==> src/hw/rtl/u8dw_pkg.sv <==
// ----------------------------------------------------------------------------
// u8dw_pkg
// Shared types for the UTF-8 display width core: the input and result
// transactions and the decoded token passed from front to back.
// ----------------------------------------------------------------------------
package u8dw_pkg;

    localparam int CP_W    = 21;
    localparam int Q_DEPTH = 4;
    localparam int Q_AW    = 2;

    typedef struct packed {
        logic [7:0] text_byte;
        logic       end_of_text;
    } t_in_item;

    typedef struct packed {
        logic [CP_W-1:0] code_point;
        logic [1:0]      cell_width;
        logic [31:0]     running_cells;
        logic            text_done;
    } t_out_item;

    typedef struct packed {
        logic [CP_W-1:0] code_point;
        logic            last;
    } t_token;

endpackage

==> src/hw/rtl/u8dw_front.sv <==
// ----------------------------------------------------------------------------
// u8dw_front
// Byte-level UTF-8 decoder. Tracks the open sequence and emits one token
// with the finished code point and the end-of-text flag.
// ----------------------------------------------------------------------------
module u8dw_front (
    input  logic                i_clk,
    input  logic                i_rst_n,
    input  logic                i_accept,
    input  u8dw_pkg::t_in_item  i_item,
    output logic                o_tok_valid,
    output u8dw_pkg::t_token    o_tok
);
    import u8dw_pkg::*;

    logic [7:0]  r_lead,     n_lead;
    logic [2:0]  r_expected, n_expected;
    logic [2:0]  r_seen,     n_seen;
    logic [17:0] r_payload,  n_payload;
    logic        r_malf,     n_malf;

    logic [7:0]  b;
    logic        last;
    logic [2:0]  claim;
    logic [2:0]  seen_inc;
    logic [17:0] pay_inc;
    logic        malf_inc;
    logic [CP_W-1:0] decoded;

    function automatic logic [2:0] claim_of(input logic [7:0] v);
        logic [2:0] n;
        n = 3'd1;
        if (v[7] == 1'b0) begin
            n = 3'd1;
        end else if (v[7:5] == 3'b110) begin
            n = 3'd2;
        end else if (v[7:4] == 4'b1110) begin
            n = 3'd3;
        end else if (v[7:3] == 5'b11110) begin
            n = 3'd4;
        end
        return n;
    endfunction

    always_comb begin
        b        = i_item.text_byte;
        last     = i_item.end_of_text;
        claim    = claim_of(b);
        seen_inc = r_seen + 3'd1;
        pay_inc  = {r_payload[11:0], b[5:0]};
        malf_inc = r_malf | (b[7:6] != 2'b10);
        unique case (seen_inc)
            3'd2:    decoded = {10'd0, r_lead[4:0], pay_inc[5:0]};
            3'd3:    decoded = {5'd0, r_lead[3:0], pay_inc[11:0]};
            default: decoded = {r_lead[2:0], pay_inc};
        endcase

        n_lead      = r_lead;
        n_expected  = r_expected;
        n_seen      = r_seen;
        n_payload   = r_payload;
        n_malf      = r_malf;
        o_tok_valid = 1'b0;
        o_tok.code_point = CP_W'(b);
        o_tok.last       = last;

        if (i_accept) begin
            if (r_expected == 3'd0) begin
                n_lead = b;
                if (claim > 3'd1 && !last) begin
                    n_expected = claim;
                    n_seen     = 3'd1;
                    n_payload  = '0;
                    n_malf     = 1'b0;
                end else begin
                    o_tok_valid = 1'b1;
                end
            end else if (seen_inc < r_expected && !last) begin
                n_seen    = seen_inc;
                n_payload = pay_inc;
                n_malf    = malf_inc;
            end else begin
                o_tok_valid      = 1'b1;
                o_tok.code_point = malf_inc ? CP_W'(r_lead) : decoded;
                n_expected       = '0;
                n_seen           = '0;
                n_payload        = '0;
                n_malf           = 1'b0;
            end
            if (last) begin
                n_expected = '0;
                n_seen     = '0;
                n_payload  = '0;
                n_malf     = 1'b0;
            end
        end
    end

    always_ff @(posedge i_clk) begin
        if (!i_rst_n) begin
            r_lead     <= '0;
            r_expected <= '0;
            r_seen     <= '0;
            r_payload  <= '0;
            r_malf     <= 1'b0;
        end else begin
            r_lead     <= n_lead;
            r_expected <= n_expected;
            r_seen     <= n_seen;
            r_payload  <= n_payload;
            r_malf     <= n_malf;
        end
    end

endmodule

==> src/hw/rtl/u8dw_queue.sv <==
// ----------------------------------------------------------------------------
// u8dw_queue
// Small token queue between decoder and width stage, head shown
// combinationally.
// ----------------------------------------------------------------------------
module u8dw_queue (
    input  logic                i_clk,
    input  logic                i_rst_n,
    input  logic                i_wr,
    input  u8dw_pkg::t_token    i_tok,
    input  logic                i_rd,
    output u8dw_pkg::t_token    o_head,
    output logic                o_empty,
    output logic                o_full
);
    import u8dw_pkg::*;

    localparam logic [Q_AW:0] DEPTH = (Q_AW+1)'(Q_DEPTH);

    t_token          r_slot [Q_DEPTH];
    logic [Q_AW-1:0] r_wptr;
    logic [Q_AW-1:0] r_rptr;
    logic [Q_AW:0]   r_count;

    assign o_empty = (r_count == '0);
    assign o_full  = (r_count == DEPTH);
    assign o_head  = r_slot[r_rptr];

    always_ff @(posedge i_clk) begin
        if (i_wr) begin
            r_slot[r_wptr] <= i_tok;
        end
    end

    always_ff @(posedge i_clk) begin
        if (!i_rst_n) begin
            r_wptr  <= '0;
            r_rptr  <= '0;
            r_count <= '0;
        end else begin
            if (i_wr) begin
                r_wptr <= r_wptr + 1'b1;
            end
            if (i_rd) begin
                r_rptr <= r_rptr + 1'b1;
            end
            if (i_wr && !i_rd) begin
                r_count <= r_count + 1'b1;
            end else if (i_rd && !i_wr) begin
                r_count <= r_count - 1'b1;
            end
        end
    end

    a_no_overflow: assert property (@(posedge i_clk) disable iff (!i_rst_n)
        !(i_wr && o_full && !i_rd))
        else $error("token written into full queue");

    a_count_up: assert property (@(posedge i_clk) disable iff (!i_rst_n)
        i_wr && !i_rd |=> r_count == $past(r_count) + 1'b1)
        else $error("queue count did not follow write");

endmodule

==> src/hw/rtl/u8dw_back.sv <==
// ----------------------------------------------------------------------------
// u8dw_back
// Cell width lookup, saturating running total and result register.
// ----------------------------------------------------------------------------
module u8dw_back #(
    parameter int TOTAL_BITS = 32
) (
    input  logic                i_clk,
    input  logic                i_rst_n,
    input  logic                i_q_empty,
    input  u8dw_pkg::t_token    i_head,
    output logic                o_q_rd,
    input  logic                i_pop,
    output logic                o_empty,
    output u8dw_pkg::t_out_item o_result
);
    import u8dw_pkg::*;

    localparam int SUM_W = TOTAL_BITS + 1;

    typedef struct packed {
        logic [CP_W-1:0] lo;
        logic [CP_W-1:0] hi;
    } t_span;

    localparam t_span ZERO_SPANS [9] = '{
        '{21'h00300, 21'h0036F}, '{21'h01AB0, 21'h01AFF}, '{21'h01DC0, 21'h01DFF},
        '{21'h0200B, 21'h0200F}, '{21'h02060, 21'h02064}, '{21'h020D0, 21'h020FF},
        '{21'h0FE00, 21'h0FE0F}, '{21'h0FE20, 21'h0FE2F}, '{21'hE0100, 21'hE01EF}};

    localparam t_span WIDE_SPANS [63] = '{
        '{21'h01100, 21'h0115F}, '{21'h0231A, 21'h0231B}, '{21'h02329, 21'h0232A},
        '{21'h023E9, 21'h023EC}, '{21'h023F0, 21'h023F0}, '{21'h023F3, 21'h023F3},
        '{21'h025FD, 21'h025FE}, '{21'h02614, 21'h02615}, '{21'h02648, 21'h02653},
        '{21'h0267F, 21'h0267F}, '{21'h02693, 21'h02693}, '{21'h026A1, 21'h026A1},
        '{21'h026AA, 21'h026AB}, '{21'h026BD, 21'h026BE}, '{21'h026C4, 21'h026C5},
        '{21'h026CE, 21'h026CE}, '{21'h026D4, 21'h026D4}, '{21'h026EA, 21'h026EA},
        '{21'h026F2, 21'h026F3}, '{21'h026F5, 21'h026F5}, '{21'h026FA, 21'h026FA},
        '{21'h026FD, 21'h026FD}, '{21'h02705, 21'h02705}, '{21'h0270A, 21'h0270B},
        '{21'h02728, 21'h02728}, '{21'h0274C, 21'h0274C}, '{21'h0274E, 21'h0274E},
        '{21'h02753, 21'h02755}, '{21'h02757, 21'h02757}, '{21'h02795, 21'h02797},
        '{21'h027B0, 21'h027B0}, '{21'h027BF, 21'h027BF}, '{21'h02B1B, 21'h02B1C},
        '{21'h02B50, 21'h02B50}, '{21'h02B55, 21'h02B55}, '{21'h02E80, 21'h0303E},
        '{21'h03041, 21'h033FF}, '{21'h03400, 21'h04DBF}, '{21'h04E00, 21'h09FFF},
        '{21'h0A000, 21'h0A4CF}, '{21'h0A960, 21'h0A97F}, '{21'h0AC00, 21'h0D7A3},
        '{21'h0F900, 21'h0FAFF}, '{21'h0FE10, 21'h0FE19}, '{21'h0FE30, 21'h0FE6F},
        '{21'h0FF00, 21'h0FF60}, '{21'h0FFE0, 21'h0FFE6}, '{21'h16FE0, 21'h16FE4},
        '{21'h17000, 21'h18CFF}, '{21'h1B000, 21'h1B2FF}, '{21'h1F004, 21'h1F004},
        '{21'h1F0CF, 21'h1F0CF}, '{21'h1F18E, 21'h1F18E}, '{21'h1F191, 21'h1F19A},
        '{21'h1F200, 21'h1F2FF}, '{21'h1F300, 21'h1F64F}, '{21'h1F680, 21'h1F6FF},
        '{21'h1F7E0, 21'h1F7EB}, '{21'h1F7F0, 21'h1F7F0}, '{21'h1F90C, 21'h1F9FF},
        '{21'h1FA70, 21'h1FAFF}, '{21'h20000, 21'h2FFFD}, '{21'h30000, 21'h3FFFD}};

    logic                  r_valid;
    t_out_item             r_out;
    logic [TOTAL_BITS-1:0] r_total;

    logic                  take;
    logic [8:0]            zero_hit;
    logic [62:0]           wide_hit;
    logic [1:0]            width;
    logic [SUM_W-1:0]      sum;
    logic [TOTAL_BITS-1:0] new_total;

    always_comb begin
        for (int i = 0; i < 9; i++) begin
            zero_hit[i] = (i_head.code_point >= ZERO_SPANS[i].lo) &&
                          (i_head.code_point <= ZERO_SPANS[i].hi);
        end
        for (int i = 0; i < 63; i++) begin
            wide_hit[i] = (i_head.code_point >= WIDE_SPANS[i].lo) &&
                          (i_head.code_point <= WIDE_SPANS[i].hi);
        end
        if (|zero_hit) begin
            width = 2'd0;
        end else if (|wide_hit) begin
            width = 2'd2;
        end else begin
            width = 2'd1;
        end
    end

    assign take      = !i_q_empty && (!r_valid || i_pop);
    assign o_q_rd    = take;
    assign sum       = {1'b0, r_total} + SUM_W'(width);
    assign new_total = sum[TOTAL_BITS] ? '1 : sum[TOTAL_BITS-1:0];
    assign o_empty   = !r_valid;
    assign o_result  = r_out;

    always_ff @(posedge i_clk) begin
        if (take) begin
            r_out.code_point    <= i_head.code_point;
            r_out.cell_width    <= width;
            r_out.running_cells <= 32'(new_total);
            r_out.text_done     <= i_head.last;
        end
    end

    always_ff @(posedge i_clk) begin
        if (!i_rst_n) begin
            r_valid <= 1'b0;
            r_total <= '0;
        end else if (take) begin
            r_valid <= 1'b1;
            r_total <= i_head.last ? '0 : new_total;
        end else if (i_pop) begin
            r_valid <= 1'b0;
        end
    end

    a_total_cleared: assert property (@(posedge i_clk) disable iff (!i_rst_n)
        take && i_head.last |=> r_total == '0)
        else $error("running total not cleared after end of text");

    a_width_range: assert property (@(posedge i_clk) disable iff (!i_rst_n)
        r_valid |-> r_out.cell_width != 2'd3)
        else $error("illegal cell width");

endmodule

==> src/hw/rtl/utf8_display_width_core.sv <==
// ----------------------------------------------------------------------------
// utf8_display_width_core
// Streaming UTF-8 decoder that reports each code point with its terminal
// cell width and the saturating running cell total of the current text.
// ----------------------------------------------------------------------------
// One text byte is taken every cycle while full is low. A decoder front end
// turns bytes into code points and drops them into a four-entry queue; the
// back end looks up the cell width with parallel range compares, adds it to
// the running total (saturating at 2^TOTAL_BITS-1) and holds the result in
// an output register. A token completed by an accepted byte is written to the
// queue at that edge and moves to the output register once that is free; full
// rises only when four results are backed up behind an unpopped output. The
// total and any open sequence are cleared after the result with text_done.
module utf8_display_width_core #(
    parameter int TOTAL_BITS = 32
) (
    input  logic                i_clk,
    input  logic                i_rst_n,
    input  logic                push,
    output logic                full,
    input  u8dw_pkg::t_in_item  i_text,
    output logic                empty,
    input  logic                pop,
    output u8dw_pkg::t_out_item o_result
);
    import u8dw_pkg::*;

    logic   accept;
    logic   tok_valid;
    t_token tok;
    t_token head;
    logic   q_empty;
    logic   q_rd;

    assign accept = push && !full;

    u8dw_front u_front (
        .i_clk       (i_clk),
        .i_rst_n     (i_rst_n),
        .i_accept    (accept),
        .i_item      (i_text),
        .o_tok_valid (tok_valid),
        .o_tok       (tok)
    );

    u8dw_queue u_queue (
        .i_clk   (i_clk),
        .i_rst_n (i_rst_n),
        .i_wr    (tok_valid),
        .i_tok   (tok),
        .i_rd    (q_rd),
        .o_head  (head),
        .o_empty (q_empty),
        .o_full  (full)
    );

    u8dw_back #(
        .TOTAL_BITS (TOTAL_BITS)
    ) u_back (
        .i_clk     (i_clk),
        .i_rst_n   (i_rst_n),
        .i_q_empty (q_empty),
        .i_head    (head),
        .o_q_rd    (q_rd),
        .i_pop     (pop),
        .o_empty   (empty),
        .o_result  (o_result)
    );

endmodule
==> config.mk <==
export PLATFORM = sky130hd
export DESIGN_NAME = utf8_display_width_core
export DESIGN_NICKNAME = d
export VERILOG_FILES = /design/src/hw/rtl/u8dw_pkg.sv /design/src/hw/rtl/u8dw_front.sv /design/src/hw/rtl/u8dw_queue.sv /design/src/hw/rtl/u8dw_back.sv /design/src/hw/rtl/utf8_display_width_core.sv
export SDC_FILE = /design/constraint.sdc
export NUM_CORES = 1
export LEC_CHECK = 0
export BUFFER_PORTS_ARGS = -buffer_cell sky130_fd_sc_hd__buf_2
export CELL_PAD_IN_SITES_DETAIL_PLACEMENT = 0
export CELL_PAD_IN_SITES_GLOBAL_PLACEMENT = 2
export CORE_ASPECT_RATIO = 2
export CORE_MARGIN = 5
export CORE_UTILIZATION = 35
export DETAILED_ROUTE_END_ITERATION = 8
export HOLD_SLACK_MARGIN = 0.03
export PLACE_DENSITY = 0.78
export SYNTH_ARGS = -nofsm -noshare
export SYNTH_HDL_FRONTEND = slang
export SYNTH_HIERARCHICAL = 1
export SYNTH_SLANG_ARGS = --single-unit
==> constraint.sdc <==
create_clock -name i_clk -period 7.6 [get_ports i_clk]
set_clock_uncertainty 0.1 [all_clocks]
set_input_delay 1.14 -clock i_clk [delete_from_list [all_inputs] [get_ports i_clk]]
set_output_delay 1.14 -clock i_clk [all_outputs]
set_load 0.01 [all_outputs]
==> flow_summary.ini <==
[status]
outcome = complete, no violations

[placed_design]
dp_hpwl_mm = 37.4
port_buffers = 70
gp_congestion = 1.09

[floorplanning]
num_rows = 97
num_io_pins = 71
fp.dieH_um = 275
dieWidth_um = 143
die-area_sq_mm = 0.0393
core_sq_mm = 0.0350
start_util_pct = 35.2

[critical_path]
cp.required_ns = 7.92
criticalPathCategory = register to register
cp_data_arrival_time_ns = 7.38
critPathLaunchType = register
end_kind = register
critPathMaxFanout = 22

[global_routing]
grt_pass1_wl_mm = 74.3
grt_overflow = 0
antenna_found_initial = 1
grt_max_degree = 70
grt.total_usage_pct = 25.9
grt_pass1_vias = 10700

[cells_and_area]
area_growth_pct = 12.3
drive_gt1_share_pct = 18.2
num-nets-final = 1271

[timing]
period_share_pct = 92.8
fin_crit_ns = 7.05
setup_tns_ns = 0
grt_setup_unrepaired = no
drv_slew = 0
hold_viol = 0
finalSetupViolations = 0
relSlewSlack_pct = 19.2
worstMarginPinSlew_ns = 1.21
hold_slack_ns = 0.354
fmax_ghz = 0.142

[detailed_routing]
drt-wirelength-per-cell_um = 30.1
vias = 10600
wl_mm = 51.4
drt_first_pass_iters = 5
final_antenna_net_count = 0
drc_errors = 0
first_iter_violations = 853
avgViaCountPerCell = 6.21

[clocking]
cts_buffer_depth = 3
numCtsBuffers = 21
cts_resized = 0
hold_buffers = 0
clock-sinks = 213
post-cts-setup-buffers = 0
path_clk_slew_ns = 0.07
cts_tree = done
cts_root_buf = clkbuf_16
clk_latency_ns = 0.51
htree_num_levels = 1

[synth]
synth-simple-area-share_pct = 24.3
ys_seq_area_share_pct = 46.3
syn_inst = 1188
synth_top_area_share_pct = 35.1
synth_area_per_cell_sq_um = 10.4
synth.ff_latch_count = 213
synth_edf_count = 144
synth_compound_area_share_pct = 15.3
yosys-top-cells-area = edfxtp_1 (35%), dfxtp_1 (11%), mux4_2 (3.7%), nand2_1 (3.1%), nor2_1 (2.5%)
synth_top_area_cell = edfxtp_1
synthAdderAreaFrac_pct = 1.54
synthXorXnorAreaFrac_pct = 2.06
synth.area.mux_share_pct = 5.39
synth_area_sq_mm = 0.0123
yosysUniqueCellTypes = 101
synth_top_family_by_area = simple AND/OR/NAND/NOR gates
async_reset_ff_share_pct = 0
synth_warnings = 6
syn_nets = 1215
synthFlopType = edfxtp_1

[power_and_ir_drop]
p_per_area_mw_per_mm2 = 365
irDropWorstVdd_uv = 417
leakage_nw = 4.82

[hold_path]
hold_path.class = register to register

[job]
drv_cap = 0
-- cell type report --
class	count	area [sq um]
Multi-Input combinational cell	856	5980
Clock inverter	10	113
Antenna cell	1	2.50
Clock buffer	28	592
Timing Repair Buffer	128	786
Inverter	24	91.3
Sequential cell	213	5710
Tap cell	445	557
Fill cell	3506	21100
-- Yosys cell counts (14+ instances only) --
master / number
nand2_1: 103
nor2b_1: 46
a31oi_1: 25
nor3_1: 31
nor2_1: 82
a21oi_1: 38
and3_1: 23
nand3_1: 35
clkbuf_1: 36
and2_1: 21
buf_2: 29
nand2b_1: 14
mux4_2: 20
dfxtp_1: 69
a32oi_1: 18
nand4_1: 36
xnor2_1: 16
a22oi_1: 20
edfxtp_1: 144
o21ai_0: 35
buf_4: 14
inv_1: 23
-- final timing paths --
| kind | startpoint | end | slack, ns | cells after the start |
|---|---|---|---|---|
| min | u_front/r_lead[6]$_SDFFE_PN0P_ | u_front/r_lead[6]$_SDFFE_PN0P_ | 0.35 | 2 |
| min reg2reg | u_front/r_lead[6]$_SDFFE_PN0P_ | u_front/r_lead[6]$_SDFFE_PN0P_ | 0.35 | 2 |
| max | register | u_back/r_total[3]$_SDFFE_PN0P_ | 0.55 | 20 |
| max reg2reg | register | u_back/r_total[3]$_SDFFE_PN0P_ | 0.55 | 20 |
-- cells by family after synthesis --
group,count (synthesis)
AND/OR/NAND/NOR,517
AO/OA/AOI/OAI,259
flip-flops,213
buffers and inverters,119
multiplexers,37
XOR/XNOR,29
adder cells (fa/ha/maj),14
-- worst max-delay path, cell delays in order, from the launching register on --
cell	delay (ns)
dfxtp_1	0.31
buf_4	0.39
mux4_2	0.81
nor2b_1	0.84
nand2_1	0.12
o31a_1	0.33
o21ai_2	0.18
o2111ai_1	0.17
nor4_2	0.73
nand3_1	0.19
nor4_2	0.37
ha_1	0.24
inv_1	0.06
fa_1	0.40
nor2b_1	0.18
nand4_1	0.19
nor4_2	0.47
and2_1	0.34
o21ai_0	0.11
nor2b_1	0.18
a311oi_1	0.23
-- where the power goes --
group / internal (mW) / total (mW) / leakage, nW / switching, mW
Combinational: 0.683 / 2.38 / 2.51 / 1.70
Sequential: 1.52 / 1.59 / 1.96 / 0.0703
Clock: 0.620 / 1.07 / 0.344 / 0.450
-- placed cells by master (no fill, tap or decap), types with 14 or more instances in the layout --
cell,Yosys,routed
nor2_1,82,82
buf_4,14,58
and3_1,23,23
nor2b_1,46,46
xnor2_1,16,16
and2_1,21,21
a31oi_1,25,25
inv_1,23,22
dfxtp_1,69,69
mux4_2,20,20
a21oi_1,38,38
a22oi_1,20,20
nand2b_1,14,14
nand2_1,103,103
buf_2,29,70
o21ai_0,35,35
nand4_1,36,36
nor3_1,31,31
nand3_1,35,35
clkbuf_16,0,21
a32oi_1,18,18
edfxtp_1,144,144
-- per-layer routing --
metal	vias to the layer above	share of wire, %	track usage, %	routed length (um)
met2	460	54	48.5	27500
met4	0	9.1	19.0	4680
met5	-	0	0	0
met3	214	4.7	4.02	2420
met1	5214	33	25.0	16700
li1	4694	-	-	-
-- registers in the layout (all words and copies together) (netlist names), named ones only --
| name | flops |
|---|---|
| u_back/r_valid | 1 |
| u_back/r_total | 32 |
| u_front/r_payload | 12 |
| u_front/r_seen | 3 |
| u_back/o_result | 56 |
| u_front/r_malf | 1 |
| u_front/r_lead | 8 |
| u_queue/r_slot | 88 |
| u_queue/r_rptr | 2 |
| u_queue/r_wptr | 2 |
| u_queue/r_count | 3 |
| u_front/r_expected | 3 |
-- per-stage QoR --
step	cells	total power [mW]	util [%]	setup slack, ns	instance area, sq um
after floorplan	1188	3.03	-	2.06	12300
after global placement	1666	3.97	37.5	0.790	13100
after detailed placement	1666	3.92	37.5	0.753	13100
after CTS	1704	5.00	39.6	0.726	13800
after global routing	1704	5.24	39.6	0.122	13800
final	1705	5.04	39.6	0.547	13800
Power figures use the tool's default switching activity.
